**config.mk**
```make
export PLATFORM = sky130hd
export DESIGN_NAME = feeder_jam_detect_retreat_core
export DESIGN_NICKNAME = d
export VERILOG_FILES = /design/src/rtl/fjdr_pkg.sv /design/src/rtl/fjdr_cfg_regs.sv /design/src/rtl/fjdr_jam_ctrl.sv /design/src/rtl/feeder_jam_detect_retreat_core.sv
export VERILOG_INCLUDE_DIRS = /design/src /design/src/rtl
export SDC_FILE = /design/constraint.sdc
export NUM_CORES = 1
export LEC_CHECK = 0
export BUFFER_PORTS_ARGS = -buffer_cell sky130_fd_sc_hd__buf_2
export CORE_MARGIN = 1.5
export CORE_UTILIZATION = 47
export DETAILED_ROUTE_END_ITERATION = 16
export HOLD_SLACK_MARGIN = 0.03
export MAX_ROUTING_LAYER = met4
export PLACE_DENSITY = 0.66
export SYNTH_ARGS = -nofsm -noshare
export SYNTH_HDL_FRONTEND = slang
export SYNTH_SLANG_ARGS = --single-unit
```
**constraint.sdc**
```tcl
create_clock -name clk -period 10.4 [get_ports clk]
set_input_delay 0 -clock clk [delete_from_list [all_inputs] [get_ports clk]]
set_output_delay 0 -clock clk [all_outputs]
set_load 0.005 [all_outputs]
```
**src/rtl/assert_macros.svh**
```systemverilog
// ---------------------------------------------------------------------------
// assert_macros.svh
// Concurrent assertion macros shared by the RTL; empty in synthesis.
// ---------------------------------------------------------------------------
`ifndef ASSERT_MACROS_SVH
`define ASSERT_MACROS_SVH

`ifndef SYNTHESIS

// Property must hold at every rising clock edge outside reset.
`define ASSERT_AR(lbl, clk, rst_n, prop, msg) \
	lbl: assert property (@(posedge clk) disable iff (!rst_n) prop) else $error(msg);

// Condition must never be true at a rising clock edge outside reset.
`define ASSERT_NEVER(lbl, clk, rst_n, cond, msg) \
	lbl: assert property (@(posedge clk) disable iff (!rst_n) !(cond)) else $error(msg);

`else

`define ASSERT_AR(lbl, clk, rst_n, prop, msg)
`define ASSERT_NEVER(lbl, clk, rst_n, cond, msg)

`endif

`endif

```
**src/rtl/fjdr_pkg.sv**
```systemverilog
// ---------------------------------------------------------------------------
// fjdr_pkg
// Types, register indexes and reset values for the feeder jam detector.
// ---------------------------------------------------------------------------
package fjdr_pkg;

	// Configuration register indexes
	localparam int unsigned CFG_IDX_W = 3;
	localparam logic [CFG_IDX_W-1:0] REG_POS_ERR_LIMIT   = 3'd0;
	localparam logic [CFG_IDX_W-1:0] REG_STALL_SPD_LIMIT = 3'd1;
	localparam logic [CFG_IDX_W-1:0] REG_STALL_TICK_LIM  = 3'd2;
	localparam logic [CFG_IDX_W-1:0] REG_RETREAT_DIST    = 3'd3;
	localparam logic [CFG_IDX_W-1:0] REG_ARRIVAL_TOL     = 3'd4;

	// Register reset values
	localparam logic [15:0] RST_POS_ERR_LIMIT   = 16'd6;
	localparam logic [14:0] RST_STALL_SPD_LIMIT = 15'd10;
	localparam logic [15:0] RST_STALL_TICK_LIM  = 16'd100;
	localparam logic [15:0] RST_RETREAT_DIST    = 16'd34;
	localparam logic [15:0] RST_ARRIVAL_TOL     = 16'd40;

	localparam int unsigned IN_TDATA_W   = 96;
	localparam int unsigned OUT_TDATA_W  = 56;
	localparam int unsigned OUT_TUSER_W  = 2;

	// Recovery sequencer states
	typedef enum logic [1:0] {
		PH_IDLE    = 2'd0,
		PH_LATCH   = 2'd1,
		PH_RETREAT = 2'd2,
		PH_FINISH  = 2'd3
	} phase_t;

	typedef struct packed {
		logic [15:0] position_error_limit;
		logic [14:0] stall_speed_limit;
		logic [15:0] stall_tick_limit;
		logic [15:0] retreat_distance;
		logic [15:0] arrival_tolerance;
	} cfg_t;

	typedef struct packed {
		logic signed [31:0] target_position;
		logic signed [31:0] feedback_position;
		logic signed [15:0] feedback_speed;
		logic [15:0]        feedback_shot_count;
	} item_t;

	typedef struct packed {
		logic               override_valid;
		logic signed [31:0] target_override;
		logic               jam_active;
		logic               reload_valid;
		logic [15:0]        reload_shot_count;
	} result_t;

endpackage

```
**src/rtl/fjdr_cfg_regs.sv**
```systemverilog
// ---------------------------------------------------------------------------
// fjdr_cfg_regs
// Threshold and distance registers, written through the configuration port.
// ---------------------------------------------------------------------------
module fjdr_cfg_regs (
	input  logic                             clk,
	input  logic                             arst_n,
	input  logic                             wr_en,
	input  logic [fjdr_pkg::CFG_IDX_W-1:0]   wr_index,
	input  logic [15:0]                      wr_data,
	output fjdr_pkg::cfg_t                   cfg
);

	fjdr_pkg::cfg_t cfg_q;

	// Register file; writes to unused indexes are dropped
	always_ff @(posedge clk or negedge arst_n) begin
		if (!arst_n) begin
			cfg_q.position_error_limit <= fjdr_pkg::RST_POS_ERR_LIMIT;
			cfg_q.stall_speed_limit    <= fjdr_pkg::RST_STALL_SPD_LIMIT;
			cfg_q.stall_tick_limit     <= fjdr_pkg::RST_STALL_TICK_LIM;
			cfg_q.retreat_distance     <= fjdr_pkg::RST_RETREAT_DIST;
			cfg_q.arrival_tolerance    <= fjdr_pkg::RST_ARRIVAL_TOL;
		end else if (wr_en) begin
			case (wr_index)
				fjdr_pkg::REG_POS_ERR_LIMIT:   cfg_q.position_error_limit <= wr_data;
				fjdr_pkg::REG_STALL_SPD_LIMIT: cfg_q.stall_speed_limit    <= wr_data[14:0];
				fjdr_pkg::REG_STALL_TICK_LIM:  cfg_q.stall_tick_limit     <= wr_data;
				fjdr_pkg::REG_RETREAT_DIST:    cfg_q.retreat_distance     <= wr_data;
				fjdr_pkg::REG_ARRIVAL_TOL:     cfg_q.arrival_tolerance    <= wr_data;
				default: ;
			endcase
		end
	end

	assign cfg = cfg_q;

endmodule

```
**src/rtl/fjdr_jam_ctrl.sv**
```systemverilog
// ---------------------------------------------------------------------------
// fjdr_jam_ctrl
// Stall counter, jam flag and retreat sequencer; one tick per enable.
// ---------------------------------------------------------------------------
module fjdr_jam_ctrl (
	input  logic                clk,
	input  logic                arst_n,
	input  logic                tick,
	input  fjdr_pkg::item_t     item,
	input  fjdr_pkg::cfg_t      cfg,
	output fjdr_pkg::result_t   res
);

	logic [15:0]        stall_ticks_q;
	logic               jam_q;
	fjdr_pkg::phase_t   phase_q;
	logic signed [31:0] retreat_q;

	logic [32:0]        err_d;
	logic [32:0]        err_mag;
	logic [16:0]        spd_mag;
	logic [32:0]        arr_d;
	logic [32:0]        arr_mag;
	logic               stalled;
	logic               arrived;
	logic [15:0]        stall_inc;
	logic               set_jam;
	logic               jam_eff;
	fjdr_pkg::phase_t   phase_eff;
	logic [31:0]        latch_target;

	logic [15:0]        stall_ticks_d;
	logic               jam_d;
	fjdr_pkg::phase_t   phase_d;
	logic signed [31:0] retreat_d;

	// Exact 33-bit error and arrival distances, 17-bit speed magnitude
	always_comb begin
		err_d   = {item.target_position[31], item.target_position}
		        - {item.feedback_position[31], item.feedback_position};
		err_mag = err_d[32] ? (33'd0 - err_d) : err_d;
		spd_mag = item.feedback_speed[15] ? (17'd0 - {1'b1, item.feedback_speed})
		                                  : {1'b0, item.feedback_speed};
		arr_d   = {item.feedback_position[31], item.feedback_position}
		        - {retreat_q[31], retreat_q};
		arr_mag = arr_d[32] ? (33'd0 - arr_d) : arr_d;
		stalled = (err_mag > {17'd0, cfg.position_error_limit})
		       && (spd_mag < {2'd0, cfg.stall_speed_limit});
		arrived = arr_mag < {17'd0, cfg.arrival_tolerance};
		latch_target = item.feedback_position - {16'd0, cfg.retreat_distance};
	end

	// Saturating stall counter and jam detection
	always_comb begin
		stall_inc = (stall_ticks_q == 16'hFFFF) ? stall_ticks_q : stall_ticks_q + 16'd1;
		stall_ticks_d = stalled ? stall_inc : 16'd0;
		set_jam   = (stall_ticks_d > cfg.stall_tick_limit) && !jam_q;
		jam_eff   = jam_q | set_jam;
		phase_eff = set_jam ? fjdr_pkg::PH_LATCH : phase_q;
	end

	// Next state of the recovery sequencer
	always_comb begin
		jam_d     = jam_eff;
		phase_d   = phase_eff;
		retreat_d = retreat_q;
		if (jam_eff) begin
			case (phase_eff)
				fjdr_pkg::PH_LATCH: begin
					retreat_d = latch_target;
					phase_d   = fjdr_pkg::PH_RETREAT;
				end
				fjdr_pkg::PH_RETREAT: begin
					if (arrived) begin
						phase_d = fjdr_pkg::PH_FINISH;
					end
				end
				fjdr_pkg::PH_FINISH: begin
					jam_d   = 1'b0;
					phase_d = fjdr_pkg::PH_IDLE;
				end
				default: ;
			endcase
		end
	end

	// Result of this tick
	always_comb begin
		res.override_valid    = 1'b0;
		res.target_override   = 32'sd0;
		res.jam_active        = jam_d;
		res.reload_valid      = 1'b0;
		res.reload_shot_count = 16'd0;
		if (jam_eff) begin
			case (phase_eff)
				fjdr_pkg::PH_LATCH: begin
					res.override_valid  = 1'b1;
					res.target_override = latch_target;
				end
				fjdr_pkg::PH_RETREAT: begin
					res.override_valid  = 1'b1;
					res.target_override = retreat_q;
				end
				fjdr_pkg::PH_FINISH: begin
					res.reload_valid      = 1'b1;
					res.reload_shot_count = item.feedback_shot_count;
				end
				default: ;
			endcase
		end
	end

	// State registers; finishing recovery also clears the counter
	always_ff @(posedge clk or negedge arst_n) begin
		if (!arst_n) begin
			stall_ticks_q <= 16'd0;
			jam_q         <= 1'b0;
			phase_q       <= fjdr_pkg::PH_IDLE;
			retreat_q     <= 32'sd0;
		end else if (tick) begin
			stall_ticks_q <= (jam_eff && phase_eff == fjdr_pkg::PH_FINISH) ? 16'd0
			                                                                : stall_ticks_d;
			jam_q         <= jam_d;
			phase_q       <= phase_d;
			retreat_q     <= retreat_d;
		end
	end

endmodule

```
**src/rtl/feeder_jam_detect_retreat_core.sv**
```systemverilog
// ---------------------------------------------------------------------------
// feeder_jam_detect_retreat_core
// Feeder jam detector with position-retreat recovery, one tick per transaction.
// ---------------------------------------------------------------------------
// Each slave transaction is one control tick and yields exactly one master
// transaction. A tick passes an input register, is evaluated by the jam
// controller combinationally and lands in the result register, and a new
// tick is taken every cycle while the result side keeps up; the single
// result register stalls the input only when it is full and not being
// taken. Configuration writes are accepted every cycle and should be made
// while no tick is in flight.
// ---------------------------------------------------------------------------
`include "assert_macros.svh"

module feeder_jam_detect_retreat_core (
	input  logic                                  clk,
	input  logic                                  arst_n,
	// Configuration write channel
	input  logic                                  cfg_valid,
	output logic                                  cfg_ready,
	input  logic [fjdr_pkg::CFG_IDX_W-1:0]        cfg_index,
	input  logic [15:0]                           cfg_data,
	// Tick input
	input  logic                                  s_tvalid,
	output logic                                  s_tready,
	// target_position[31:0], feedback_position[63:32],
	// feedback_speed[79:64], feedback_shot_count[95:80]
	input  logic [fjdr_pkg::IN_TDATA_W-1:0]       s_tdata,
	// Tick result
	output logic                                  m_tvalid,
	input  logic                                  m_tready,
	// target_override[31:0], jam_active[32], reload_shot_count[48:33], zero[55:49]
	output logic [fjdr_pkg::OUT_TDATA_W-1:0]      m_tdata,
	// override_valid[0], reload_valid[1]
	output logic [fjdr_pkg::OUT_TUSER_W-1:0]      m_tuser
);

	fjdr_pkg::cfg_t    cfg;
	fjdr_pkg::item_t   item_s1;
	logic              valid_s1;
	fjdr_pkg::result_t res_d;
	fjdr_pkg::result_t res_q;
	logic              out_valid_q;
	logic              adv;

	// Configuration registers
	assign cfg_ready = 1'b1;

	fjdr_cfg_regs u_cfg (
		.clk      (clk),
		.arst_n   (arst_n),
		.wr_en    (cfg_valid & cfg_ready),
		.wr_index (cfg_index),
		.wr_data  (cfg_data),
		.cfg      (cfg)
	);

	// Handshake: item moves on when the result register is free or drains
	assign adv      = valid_s1 && (!out_valid_q || m_tready);
	assign s_tready = !valid_s1 || adv;

	// Input register
	always_ff @(posedge clk or negedge arst_n) begin
		if (!arst_n) begin
			valid_s1 <= 1'b0;
		end else if (s_tready) begin
			valid_s1 <= s_tvalid;
		end
	end

	always_ff @(posedge clk) begin
		if (s_tvalid && s_tready) begin
			item_s1.target_position     <= s_tdata[31:0];
			item_s1.feedback_position   <= s_tdata[63:32];
			item_s1.feedback_speed      <= s_tdata[79:64];
			item_s1.feedback_shot_count <= s_tdata[95:80];
		end
	end

	// Jam controller
	fjdr_jam_ctrl u_ctrl (
		.clk    (clk),
		.arst_n (arst_n),
		.tick   (adv),
		.item   (item_s1),
		.cfg    (cfg),
		.res    (res_d)
	);

	// Result register
	always_ff @(posedge clk or negedge arst_n) begin
		if (!arst_n) begin
			out_valid_q <= 1'b0;
		end else if (adv) begin
			out_valid_q <= 1'b1;
		end else if (m_tready) begin
			out_valid_q <= 1'b0;
		end
	end

	always_ff @(posedge clk) begin
		if (adv) begin
			res_q <= res_d;
		end
	end

	assign m_tvalid = out_valid_q;
	assign m_tdata  = {7'd0, res_q.reload_shot_count, res_q.jam_active, res_q.target_override};
	assign m_tuser  = {res_q.reload_valid, res_q.override_valid};

	// Checks
	`ASSERT_NEVER(a_ov_rl_excl, clk, arst_n, out_valid_q && res_q.override_valid && res_q.reload_valid, "override and reload in one result")
	`ASSERT_AR(a_ov_jam, clk, arst_n, (out_valid_q && res_q.override_valid) |-> res_q.jam_active, "override without jam flag")
	`ASSERT_AR(a_rl_clr, clk, arst_n, (out_valid_q && res_q.reload_valid) |-> !res_q.jam_active, "reload with jam flag still set")
	`ASSERT_AR(a_stall_cause, clk, arst_n, !s_tready |-> (valid_s1 && out_valid_q && !m_tready), "input stalled with room")

endmodule

```
# After elaboration in Yosys (flattened, before gate mapping)
# Cells that the tools add are included.
[totals]
reg_bits = 279
latch_bits = 0
ramBits = 0
mem_bits_ro = 0
out_inout_bits = 61
memories = 0
[classes]
add_sub_neg = 7
n_mul = 0
div_mod_pow = 0
n_lt_le_gt_ge = 4
eq_ne = 8
shift = 0
mux = 16
bitwise = 1
reduce_logical = 19
[ops]
columns = ["op", "count"]
rows = [
  ["$mux W33", 2],
  ["$pmux W33 S2", 1],
  ["$sub A1 B33 Y33 const A", 2],
  ["$sub A32 B32 Y33", 2],
  ["$mux W16", 3],
  ["$mux W17", 2],
  ["$gt A33 B16 Y1", 1],
  ["$lt A33 B16 Y1", 1],
  ["$sub A32 B16 Y32", 1],
  ["$lt A17 B15 Y1", 1],
  ["$sub A1 B17 Y17 const A", 1],
  ["$add A16 B1 Y16 const B", 1],
  ["$eq A16 B16 Y1 const B", 1],
  ["$gt A16 B16 Y1", 1],
  ["$reduce_and A2 Y1", 6],
  ["$eq A3 B2 Y1 const B", 2],
  ["$mux W2", 3],
  ["$pmux W2 S3", 1],
  ["$logic_and A1 B1 Y1", 5],
  ["$eq A2 B2 Y1 const B", 2],
  ["$mux W1", 4],
  ["$eq A3 B1 Y1 const B", 1],
  ["$eq A3 B3 Y1 const B", 1],
  ["$logic_not A1 Y1", 3],
  ["other kinds (6)", 7],
]

# Logic depth before layout (Yosys ltp)
# Gate-level depths: netlist of the first run.
[depth]
depth_word = 12
ltp_mapped = 47

# Modules after synthesis
# A second synthesis of the first run with hierarchy kept.
[hier_totals]
hier_cells = 2042
hier_area_um2 = 19682.6
[by_module_without_submodules]
columns = ["module", "n_inst", "cells_per_inst", "area_each_um2", "seq_area_each_um2"]
rows = [
  ["fjdr_jam_ctrl", 1, 1706, 12009.0, 1276.2],
  ["feeder_jam_detect_retreat_core", 1, 165, 4585.6, 4464.3],
  ["fjdr_cfg_regs", 1, 171, 3088.0, 1990.7],
]

# Least setup slack after synthesis of the first run
# OpenSTA, ideal clock, no wires.
[synth_path]
path_kind = "reg-to-reg"
startpoint = "register item_s1[32] (netlist name)"
endpoint = "register u_ctrl.retreat_q[10]"
setup_ps = 125
t_arrival_ps = 8020
required_ps = 10275
path_slack_ps = 2255
stages_incl_launch_ff = 43
path_buffers = 3
cell_sequence = "edfxtp_1 -> ha_1 -> fa_1 -> nand2b_1 -> a21oi_1 -> and4_1 -> o21ai_1 -> a21o_1 -> nand2_1 -> a31o_2 -> clkbuf_1 -> nor2_1 -> xnor2_1 -> ha_1 -> a21oi_1 -> nor2b_1 -> o21ai_0 -> a21oi_1 -> [7 not listed] -> o31ai_4 -> buf_2 -> a21oi_1 -> ha_1 -> nor2b_1 -> o21a_1 -> o21a_1 -> o21a_1 -> o21a_1 -> o21bai_1 -> a31oi_1 -> nand2b_1 -> nor2b_1 -> inv_1 -> ha_1 -> nand2_1 -> buf_1 -> mux2_2"
[synth_between]
elab_chain_len = 11
elab_cells_between_ends = 13
[synth_rtl]
columns = ["element", "line", "source"]
rows = [
  ["start: declaration", "feeder_jam_detect_retreat_core.sv:39", "fjdr_pkg::item_t item_s1;"],
  ["$sub A32 B32 Y33", "fjdr_jam_ctrl.sv:40", "- {item.feedback_position[31], item.feedback_position};"],
  ["$sub A1 B33 Y33", "fjdr_jam_ctrl.sv:41", "err_mag = err_d[32] ? (33'd0 - err_d) : err_d;"],
  ["$mux W33", "fjdr_jam_ctrl.sv:41", ""],
  ["$gt A33 B16 Y1", "fjdr_jam_ctrl.sv:47", "stalled = (err_mag > {17'd0, cfg.position_error_limit})"],
  ["$logic_and A1 B1 Y1", "fjdr_jam_ctrl.sv:48", "&& (spd_mag < {2'd0, cfg.stall_speed_limit});"],
  ["$mux W16", "fjdr_jam_ctrl.sv:56", "stall_ticks_d = stalled ? stall_inc : 16'd0;"],
  ["$gt A16 B16 Y1", "fjdr_jam_ctrl.sv:57", "set_jam = (stall_ticks_d > cfg.stall_tick_limit) && !jam_q;"],
  ["$logic_and A1 B1 Y1", "fjdr_jam_ctrl.sv:57", ""],
  ["$mux W2", "fjdr_jam_ctrl.sv:59", "phase_eff = set_jam ? fjdr_pkg::PH_LATCH : phase_q;"],
  ["$eq A2 B1 Y1", "fjdr_jam_ctrl.sv:68", "case (phase_eff)"],
  ["$reduce_and A3 Y1 (no source line)", "n/a", ""],
  ["end signal: assignment", "fjdr_jam_ctrl.sv:125", "retreat_q <= retreat_d;"],
  ["end: declaration", "fjdr_jam_ctrl.sv:17", "logic signed [31:0] retreat_q;"],
]
# Several ways; a longest one is shown, not always the timed one.
# A chain may end at the register's enable or synchronous reset.

# Worst setup path after layout of the first run
[layout_path]
startpoint = "register item_s1[57] (netlist name)"
endpoint = "register u_ctrl.phase_q[0]"
[layout_between]
elab_chain_len = 12
elab_cells_between_ends = 20
[layout_rtl]
columns = ["element", "line", "source"]
rows = [
  ["$sub A32 B32 Y33", "fjdr_jam_ctrl.sv:40", ""],
  ["$sub A1 B33 Y33", "fjdr_jam_ctrl.sv:41", ""],
  ["$mux W33", "fjdr_jam_ctrl.sv:41", ""],
  ["$gt A33 B16 Y1", "fjdr_jam_ctrl.sv:47", ""],
  ["$logic_and A1 B1 Y1", "fjdr_jam_ctrl.sv:48", ""],
  ["$mux W16", "fjdr_jam_ctrl.sv:56", ""],
  ["$gt A16 B16 Y1", "fjdr_jam_ctrl.sv:57", ""],
  ["$logic_and A1 B1 Y1", "fjdr_jam_ctrl.sv:57", ""],
  ["$mux W2", "fjdr_jam_ctrl.sv:59", ""],
  ["$eq A2 B2 Y1, or another cell as far along", "fjdr_jam_ctrl.sv:68", ""],
  ["$pmux W2 S3", "fjdr_jam_ctrl.sv:68", ""],
  ["$mux W2 *", "fjdr_jam_ctrl.sv:67", "if (jam_eff) begin"],
  ["end signal: assignment", "fjdr_jam_ctrl.sv:118", "phase_q <= fjdr_pkg::PH_IDLE;"],
  ["end signal: assignment", "fjdr_jam_ctrl.sv:124", "phase_q <= phase_d;"],
  ["end: declaration", "fjdr_jam_ctrl.sv:16", "fjdr_pkg::phase_t phase_q;"],
]
# Mark *: on every way between the ends. The rest lies on a longest branch, timed or not.

==> impl_metrics.yaml, run 1 <==
placement:
  portBuffers: 172
  gp_congestion: 0.905
  hpwl_mm: 37.5
pwr:
  power.total_uw: 4910
  p_per_area_nw_per_um2: 220
  power_leakage_uw: 0.00967
  ir_drop_v: 0.000162
global_route:
  grt_pass1_vias: 15300
  grt_pass1_wl_mm: 80.5
  gr-total-overflow: 0
  antenna_found_initial: 0
  track_usage_pct: 25.3
  grt_max_degree: 71
route:
  dr.first_iter.drc_count: 1009
  routed_via_density: 5.55
  totalWireLength_mm: 50.8
  wl_per_cell_um: 17.9
  ant_nets: 0
  drc: 0
  drtPass1Iterations: 5
  vias: 15700
worst_setup_path:
  r2r_cells: 40
  cp_max_fo: 18
  r2r-start: "item_s1[57]"
  arrival_ps: 10020
  critPathKind: "flop to flop"
  slowest_stage: "a31oi_1"
  startpoint_type: "flop"
  max_stage_delay_ps: 570
  r2r-end: "u_ctrl.phase_q[0]"
  rrSetupSlack_ps: 860
  cpMostUsedCell: "a21o_1"
  crit_path_end_kind: "flop"
  crit_required_ps: 10880
hold_path:
  holdPathEnd: "item_s1[55]"
  hold_class: "input pin to flop"
  hold_start: "s_tdata[55]"
  hold_depth: 2
clock_network:
  tritoncts: "done"
  clk_pin_slew_ps: 60
  postCtsSetupBuffers: 0
  cts.sinks: 279
  cts_buffers: 31
  clock-root-buffer: "clkbuf_16"
  cts.path.max_buffers: 3
  htreeDepth: 1
  clock_latency_ps: 590
yosys:
  synth_top_area_share_pct: 23.7
  ys.flop_type: "edfxtp_1"
  yosys.area.top_type: "edfxtp_1"
  syn_inst: 1993
  synthTopCellsByArea: "edfxtp_1 (24%), dfrtp_1 (16%), ha_1 (10%), o21ai_0 (4.9%), nand2_1 (4.5%)"
  yosys-top-cells-count: "nand2_1 (222), o21ai_0 (184), inv_1 (177), ha_1 (149), edfxtp_1 (147)"
  synth_edf_count: 147
  ys_ff_latch: 279
  ys_types: 91
  synth_seq_area_share_pct: 41.5
  ys_warn_count: 0
  synth.avg_cell_area_um2: 9.35
  syn_area_um2: 18600
  yosysMostFrequentCell: "nand2_1"
  synthArstFlopShare_pct: 47.3
cells_and_area:
  area_growth_pct: 19.8
  final_layout_size_suffix_gt1_share_pct: 14.0
  antenna_cells: 0
  nets: 2557
timing:
  tightest_slew_ps: 1260
  max_freq_mhz: 105
  drv_slew: 0
  rsz0062_at_grt: "no"
  min_period_ps: 9540
  setup-violations-final: 0
  tns_ps: 0
  fin_crit_sh_pct: 91.7
  finalHoldViolations: 0
  finClkSkew_ps: 23.3
  slew_headroom_pct: 16.0
die:
  core-area_um2: 38900
  die_w_um: 202
  start_util_pct: 47.9
  ios: 181
  die_y_um: 202
  fp-row-count: 72
  dieArea_um2: 40900
outcome:
  status: "finished, final reports clean"
run:
  maxCapViolCount: 0
metal layers:
layer / track usage, % / vias to the layer above / part of all wire (%)
li1: - / 7761 / -
met2: 41.9 / 382 / 48
met3: 3.02 / 54 / 4.9
met5: - / - / 0
met1: 33.7 / 7489 / 46
met4: 4.81 / 0 / 1.7
worst max-delay path, delay by kind of cell, from the launching register on:
family                     cells  cell delay [ps]
AOI/OAI and AO/OA             23             5130
xor gates and xnor gates       1              190
adders and majority gates      4             1130
buffers and inverters          3              700
DFF                            1              410
and+or+nand+nor                9             1850
cell families (layout without fill, tap and decap cells):
group                    after synthesis  after routing  synth area share (%)
AND/OR/NAND/NOR                      605            605                  16.3
AO/OA/AOI/OAI                        551            551                  18.6
flip-flops                           279            279                  41.5
buffers and inverters                242            553                  5.11
adder cells (fa/ha/maj)              152            152                  10.3
XOR/XNOR                             123            123                  5.78
multiplexers                          39             39                  2.33
other                                  2              8                0.0403
final cells by class:
class                   count  area [um2]
clock buffers              44         895
clock inverters            14        75.1
flip-flops and latches    279        7730
inverters                 178         668
repair buffers            317        2290
multi-input cells        1478       10000
fillers                  3361       16600
well taps                 518         648
where the power goes:
part | switching (uW) | internal (uW)
Clock | 455 | 594
Sequential | 133 | 1390
Combinational | 1360 | 972
cells in the final DEF (no fill, tap or decap), types with 15 or more instances in the layout:
cell,netlist,final
edfxtp_1,147,147
a21oi_1,123,123
xnor2_1,83,83
nor2b_1,18,18
xor2_1,40,40
nand3_1,40,40
o31ai_1,15,15
dlygate4sd3_1,0,127
nor2_1,103,103
dfrtp_1,121,121
nand4_1,27,27
nand2_1,222,221
inv_1,177,177
and3_1,38,38
or3_1,17,17
nor3_1,27,26
a21o_1,52,52
mux2_2,35,35
clkbuf_16,0,31
a211oi_1,18,18
a31oi_1,16,16
o21ai_0,184,184
buf_4,9,17
ha_1,149,149
buf_2,2,171
nand2b_1,24,24
what timing repair did:
item,4_1_cts,5_1_grt
hold buffers,128,0
gates resized for setup,0,2
setup endpoints to repair,0,22
hold endpoints to repair,239,0
through the flow:
| step | instance area [um2] | util, % | worst slack [ps] | hold WS, ps | cells |
|---|---|---|---|---|---|
| 2_1_floorplan | 18700 | - | 2260 | -296 | 1999 |
| 3_3_place_gp | 20100 | 51.6 | 1000 | 36.1 | 2642 |
| 3_5_place_dp | 20100 | 51.6 | 764 | 45.8 | 2642 |
| 4_1_cts | 22300 | 57.4 | 713 | 76.3 | 2828 |
| 5_1_grt | 22300 | 57.4 | 29.5 | 93.3 | 2828 |
| 6_report | 22300 | 57.4 | 860 | 112 | 2828 |
how the worst max path moves through the flow:
| stage | from | to | slack (ps) |
|---|---|---|---|
| 6_report | item_s1[57] | u_ctrl.phase_q[0] | 860 |
| 4_1_cts | item_s1[57] | u_ctrl.stall_ticks_q[3] | 710 |
| 5_1_grt | item_s1[57] | u_ctrl.phase_q[0] | 30 |
| 2_1_floorplan | item_s1[32] | u_ctrl.retreat_q[10] | 2260 |
| 3_5_place_dp | item_s1[57] | u_ctrl.stall_ticks_q[3] | 760 |
| 3_3_place_gp | item_s1[57] | u_ctrl.stall_ticks_q[3] | 1000 |
state kept, by name, summed over array words and instances, names as in the netlist, 2 cells and up:
name and flops:
u_cfg.cfg 79, u_ctrl.phase_q 2, m_tdata 49, m_tuser 2, u_ctrl.stall_ticks_q 16, item_s1 96
u_ctrl.retreat_q 32
Note: power is estimated with default switching activity, not from simulation.
==> run 2, diff against run 1 <==
- PLACE_DENSITY: 0.66 -> 0.63
==> run 2 against run 1 <==
Combinational power barely moved. Utilization fell by 0.17 points. Wire length rose by 0.12%. Design area fell by 0.30%. Hold slack got worse by 42 ps. Critical path depth did not move. Via count fell by 0.35%. Critical path type unchanged. Largest cell class unchanged.
==> impl_metrics.yaml, run 2 (synthesized netlist as in run 1, its figures left out) <==
global_route:
  track_usage_pct: 25.8
  grt_pass1_vias: 15200
  grt_max_degree: 78
  antenna_found_initial: 2
  gr-total-overflow: 0
  grt_pass1_wl_mm: 81.0
route:
  ant_nets: 0
  drc: 0
  dr.first_iter.drc_count: 1019
  routed_via_density: 5.54
  wl_per_cell_um: 18.0
  totalWireLength_mm: 50.8
  drtPass1Iterations: 5
  vias: 15600
clock_network:
  tritoncts: "done"
  postCtsSetupBuffers: 0
  cts.sinks: 279
  cts_buffers: 34
  clock_latency_ps: 540
  clk_pin_slew_ps: 60
  cts.path.max_buffers: 3
  clock-root-buffer: "clkbuf_16"
  htreeDepth: 2
worst_setup_path:
  critPathKind: "flop to flop"
  r2r-start: "item_s1[32]"
  cp_top_family: "compound AO/OA/AOI/OAI gates"
  setup.worst_path.start: "item_s1[32]"
  crit_required_ps: 10820
  cp.depth: 40
  cp_max_fo: 18
  arrival_ps: 9940
  slowest_stage: "o31ai_4"
  max_stage_delay_ps: 650
  r2r_cells: 40
  r2r-end: "u_ctrl.stall_ticks_q[3]"
  rrSetupSlack_ps: 880
  worst-path-buf-inv: 3
  critPathCapture: "u_ctrl.stall_ticks_q[3]"
  startpoint_type: "flop"
  crit_path_end_kind: "flop"
placement:
  portBuffers: 172
  gp_congestion: 0.925
  hpwl_mm: 37.6
  preCtsSetupSlack_ps: 936
cells_and_area:
  top_register: "item_s1"
  layout_commonest_cell: "nand2_1"
  layout_common_cells: "nand2_1 (222), o21ai_0 (184), inv_1 (177)"
  final_layout_size_suffix_gt1_share_pct: 14.0
  nets: 2551
  area_growth_pct: 19.5
  largest_register_ffs: 96
die:
  core-area_um2: 38900
  fp-row-count: 72
  dieArea_um2: 40900
  die_w_um: 202
  ios: 181
  start_util_pct: 47.9
  die_y_um: 202
timing:
  setup-violations-final: 0
  finalHoldViolations: 0
  fin_crit_sh_pct: 91.6
  finClkSkew_ps: 12.1
  max_freq_mhz: 105
  rsz0062_at_grt: "no"
  slew_headroom_pct: 32.9
  fin_ws_ps: 878
  drv_slew: 0
  tns_ps: 0
  min_period_ps: 9520
  tightest_slew_ps: 1010
pwr:
  p_seq_share_pct: 30.8
  clkPwrFrac_pct: 21.9
  combPwrFrac_pct: 47.3
  p_sw_share_pct: 39.9
  internal-power_uw: 2980
  power_leakage_uw: 0.00965
  p_switching_uw: 1980
  ir_drop_v: 0.000137
  p_per_area_nw_per_um2: 222
outcome:
  status: "finished, final reports clean"
hold_path:
  hold_class: "input pin to flop"
  hold_depth: 5
run:
  maxCapViolCount: 0
[run 2: layer usage]
metal | track usage [%] | up-vias | wire (um)
li1 | - | 7756 | -
met1 | 34.4 | 7412 | 23500
met2 | 40.5 | 379 | 23300
met3 | 4.35 | 84 | 2770
met4 | 7.49 | 0 | 1300
met5 | - | - | 0
[run 2: layout make-up]
class                           instances  area [um2]
Sequential cell                       279        7730
Multi-Input combinational cell       1478       10000
Fill cell                            3458       16600
Timing Repair Buffer                  308        2190
Clock buffer                           45         902
Tap cell                              518         648
Inverter                              178         668
Antenna cell                            2        5.00
Clock inverter                         16         100
[run 2: worst min-delay path by stage]
stage | startpoint | slack (ps) | to
floorplan | arst_n | -300 | m_tvalid
global placement | arst_n | 10 | u_ctrl.stall_ticks_q[14]
detailed placement | arst_n | 10 | u_ctrl.stall_ticks_q[14]
CTS | cfg_index[1] | 40 | u_cfg.cfg[51]
global route | cfg_index[1] | 110 | u_cfg.cfg[51]
finish | cfg_index[1] | 70 | u_cfg.cfg[49]
[run 2: metrics by stage]
step	cell area [um2]	utilization (%)	cells	power (uW)	hold WS (ps)
5_1_grt	22300	57.2	2824	5350	109
4_1_cts	22300	57.2	2822	4970	37.9
2_1_floorplan	18700	-	1999	3240	-296
6_report	22300	57.2	2824	4950	69.5
3_5_place_dp	20100	51.6	2643	3830	11.9
3_3_place_gp	20100	51.6	2643	3780	14.5
[run 2: timing repair]
action                    CTS  global route
hold buffers              118             0
gates resized for setup     0             0
hold endpoints to repair  232             0
[run 2: tightest hold or removal path: cells and delay by family]
kind	cells	cell delay (ps)
buffers and inverters	2	370
AND/OR/NAND/NOR	2	150
AO/OA/AOI/OAI	1	70
[run 2: power groups by stage]
stage / logic [uW] / clock network (uW) / registers, uW
after CTS: 2340 / 1110 / 1520
after global routing: 2640 / 1160 / 1550
after detailed placement: 2290 / 0 / 1540
after global placement: 2240 / 0 / 1540
after floorplan: 1740 / 0 / 1500
final: 2340 / 1080 / 1520
==> run 3, diff against run 2 <==
- RECOVER_POWER: unset -> 100
==> run 3 against run 2 <==
Largest cell class unchanged. Sequential share of layout area rose by 0.17 points. Clock power barely moved. Die area did not move. First-iteration DRC count fell by 1.6%. Critical path type unchanged. Register-to-register slack barely moved. The flow now finishes with violations (max-capacitance violations, max-slew violations).
==> impl_metrics.yaml, run 3 (synthesized netlist as in run 1, its figures left out) <==
outcome:
  status: "finished, violations left"
  failed_checks: "max-capacitance violations, max-slew violations"
clock_network:
  cts_buffers: 34
  cts.path.max_buffers: 3
  tritoncts: "done"
  clk_pin_slew_ps: 60
  clock_latency_ps: 540
  post_cts_resized: 0
  cts.sinks: 279
  clock-root-buffer: "clkbuf_16"
  htreeDepth: 2
pwr:
  ir_drop_v: 0.000137
  p_per_area_nw_per_um2: 223
  power_leakage_uw: 0.00949
route:
  drtPass1Iterations: 5
  dr.first_iter.drc_count: 1003
  wl_per_cell_um: 18.0
  totalWireLength_mm: 50.8
  drc: 0
  ant_nets: 0
  routed_via_density: 5.54
  vias: 15600
hold_path:
  hold_class: "input pin to flop"
  holdPathEnd: "u_cfg.cfg[51]"
  hold_start: "cfg_index[1]"
  hold_depth: 5
die:
  start_util_pct: 47.9
  ios: 181
  die_y_um: 202
  fp-row-count: 72
  dieArea_um2: 40900
  die_w_um: 202
  core-area_um2: 38900
worst_setup_path:
  slowest_stage: "o31ai_4"
  r2r_cells: 40
  startpoint_type: "flop"
  rrSetupSlack_ps: 870
  setup.worst_path.start: "item_s1[32]"
  r2r-end: "u_ctrl.stall_ticks_q[3]"
  critPathKind: "flop to flop"
  arrival_ps: 9950
  crit_required_ps: 10810
  cp_max_fo: 18
  max_stage_delay_ps: 670
  r2r-start: "item_s1[32]"
  crit_path_end_kind: "flop"
timing:
  rsz0062_at_grt: "no"
  hold_slack_ps: 58.9
  min_period_ps: 9530
  tns_ps: 0
  finalHoldViolations: 0
  tightest_slew_ps: 4170
  fin_ws_ps: 865
  max_freq_mhz: 105
  fin_crit_sh_pct: 91.7
  setup-violations-final: 0
  finClkSkew_ps: 18.0
  drv_slew: 236
  slew_headroom_pct: -178
cells_and_area:
  nets: 2551
  largest_register_ffs: 96
  area_growth_pct: 18.9
  fill_cells: 3495
  layout_commonest_cell: "nand2_1"
  final_layout_size_suffix_gt1_share_pct: 11.8
  top_register: "item_s1"
  layout_common_cells: "nand2_1 (222), o21ai_0 (186), inv_1 (177)"
global_route:
  track_usage_pct: 25.8
  grt_pass1_vias: 15200
  grt_max_degree: 78
  grt_pass1_wl_mm: 81.0
  gr-total-overflow: 0
  antenna_found_initial: 2
placement:
  preCtsSetupSlack_ps: 936
  gp_congestion: 0.925
  hpwl_mm: 37.6
  portBuffers: 172
run:
  maxCapViolCount: 5
[run 3: worst max path at each step]
stage / end / cells after the start / slack (ps)
4_1_cts: m_tdata[18] / 37 / 890
3_5_place_dp: m_tdata[18] / 39 / 940
2_1_floorplan: u_ctrl.retreat_q[10] / 42 / 2260
3_3_place_gp: u_ctrl.stall_ticks_q[3] / 39 / 1130
6_report: u_ctrl.stall_ticks_q[3] / 40 / 870
5_1_grt: u_ctrl.stall_ticks_q[3] / 39 / 50
[run 3: routing by layer]
| layer | up-vias | track usage (%) | wire length [um] |
|---|---|---|---|
| met5 | - | - | 0 |
| li1 | 7759 | - | - |
| met4 | 0 | 7.49 | 1280 |
| met3 | 84 | 4.35 | 2660 |
| met2 | 411 | 40.5 | 23300 |
| met1 | 7377 | 34.4 | 23500 |
[run 3: layout make-up]
type,instances,area (um2),area share [%]
Clock inverter,16,100,0.452
Multi-Input combinational cell,1478,10000,45.2
Clock buffer,45,902,4.07
Timing Repair Buffer,308,2100,9.47
Sequential cell,279,7730,34.9
Tap cell,518,648,2.92
Inverter,178,668,3.01
Antenna cell,2,5.00,0.0226
[run 3: power breakdown]
part           internal, uW  total (uW)  switching, uW
Sequential             1390        1530            132
Clock                   614        1080            469
Combinational           963        2340           1370
[run 3: critical path: cells and delay by family (launching register included)]
kind / cells / cell delay, ps
fa+ha+maj: 5 / 1720
xor+xnor: 1 / 140
simple gates: 15 / 2820
compound gates: 16 / 3750
buf+inv: 3 / 550
flops: 1 / 400
[run 3: timing repair]
action / in CTS / in global routing
endpoints found under the hold margin: 232 / 0
setup buffers: 0 / 0
hold buffers: 118 / 0
[run 3: stage by stage]
| stage | utilization, % | total power [uW] | cells | area (um2) |
|---|---|---|---|---|
| 6_report | 57.0 | 4950 | 2824 | 22200 |
| 5_1_grt | 57.0 | 5350 | 2824 | 22200 |
| 4_1_cts | 57.2 | 4970 | 2822 | 22300 |
| 3_5_place_dp | 51.6 | 3830 | 2643 | 20100 |
| 3_3_place_gp | 51.6 | 3780 | 2643 | 20100 |
| 2_1_floorplan | - | 3240 | 1999 | 18700 |
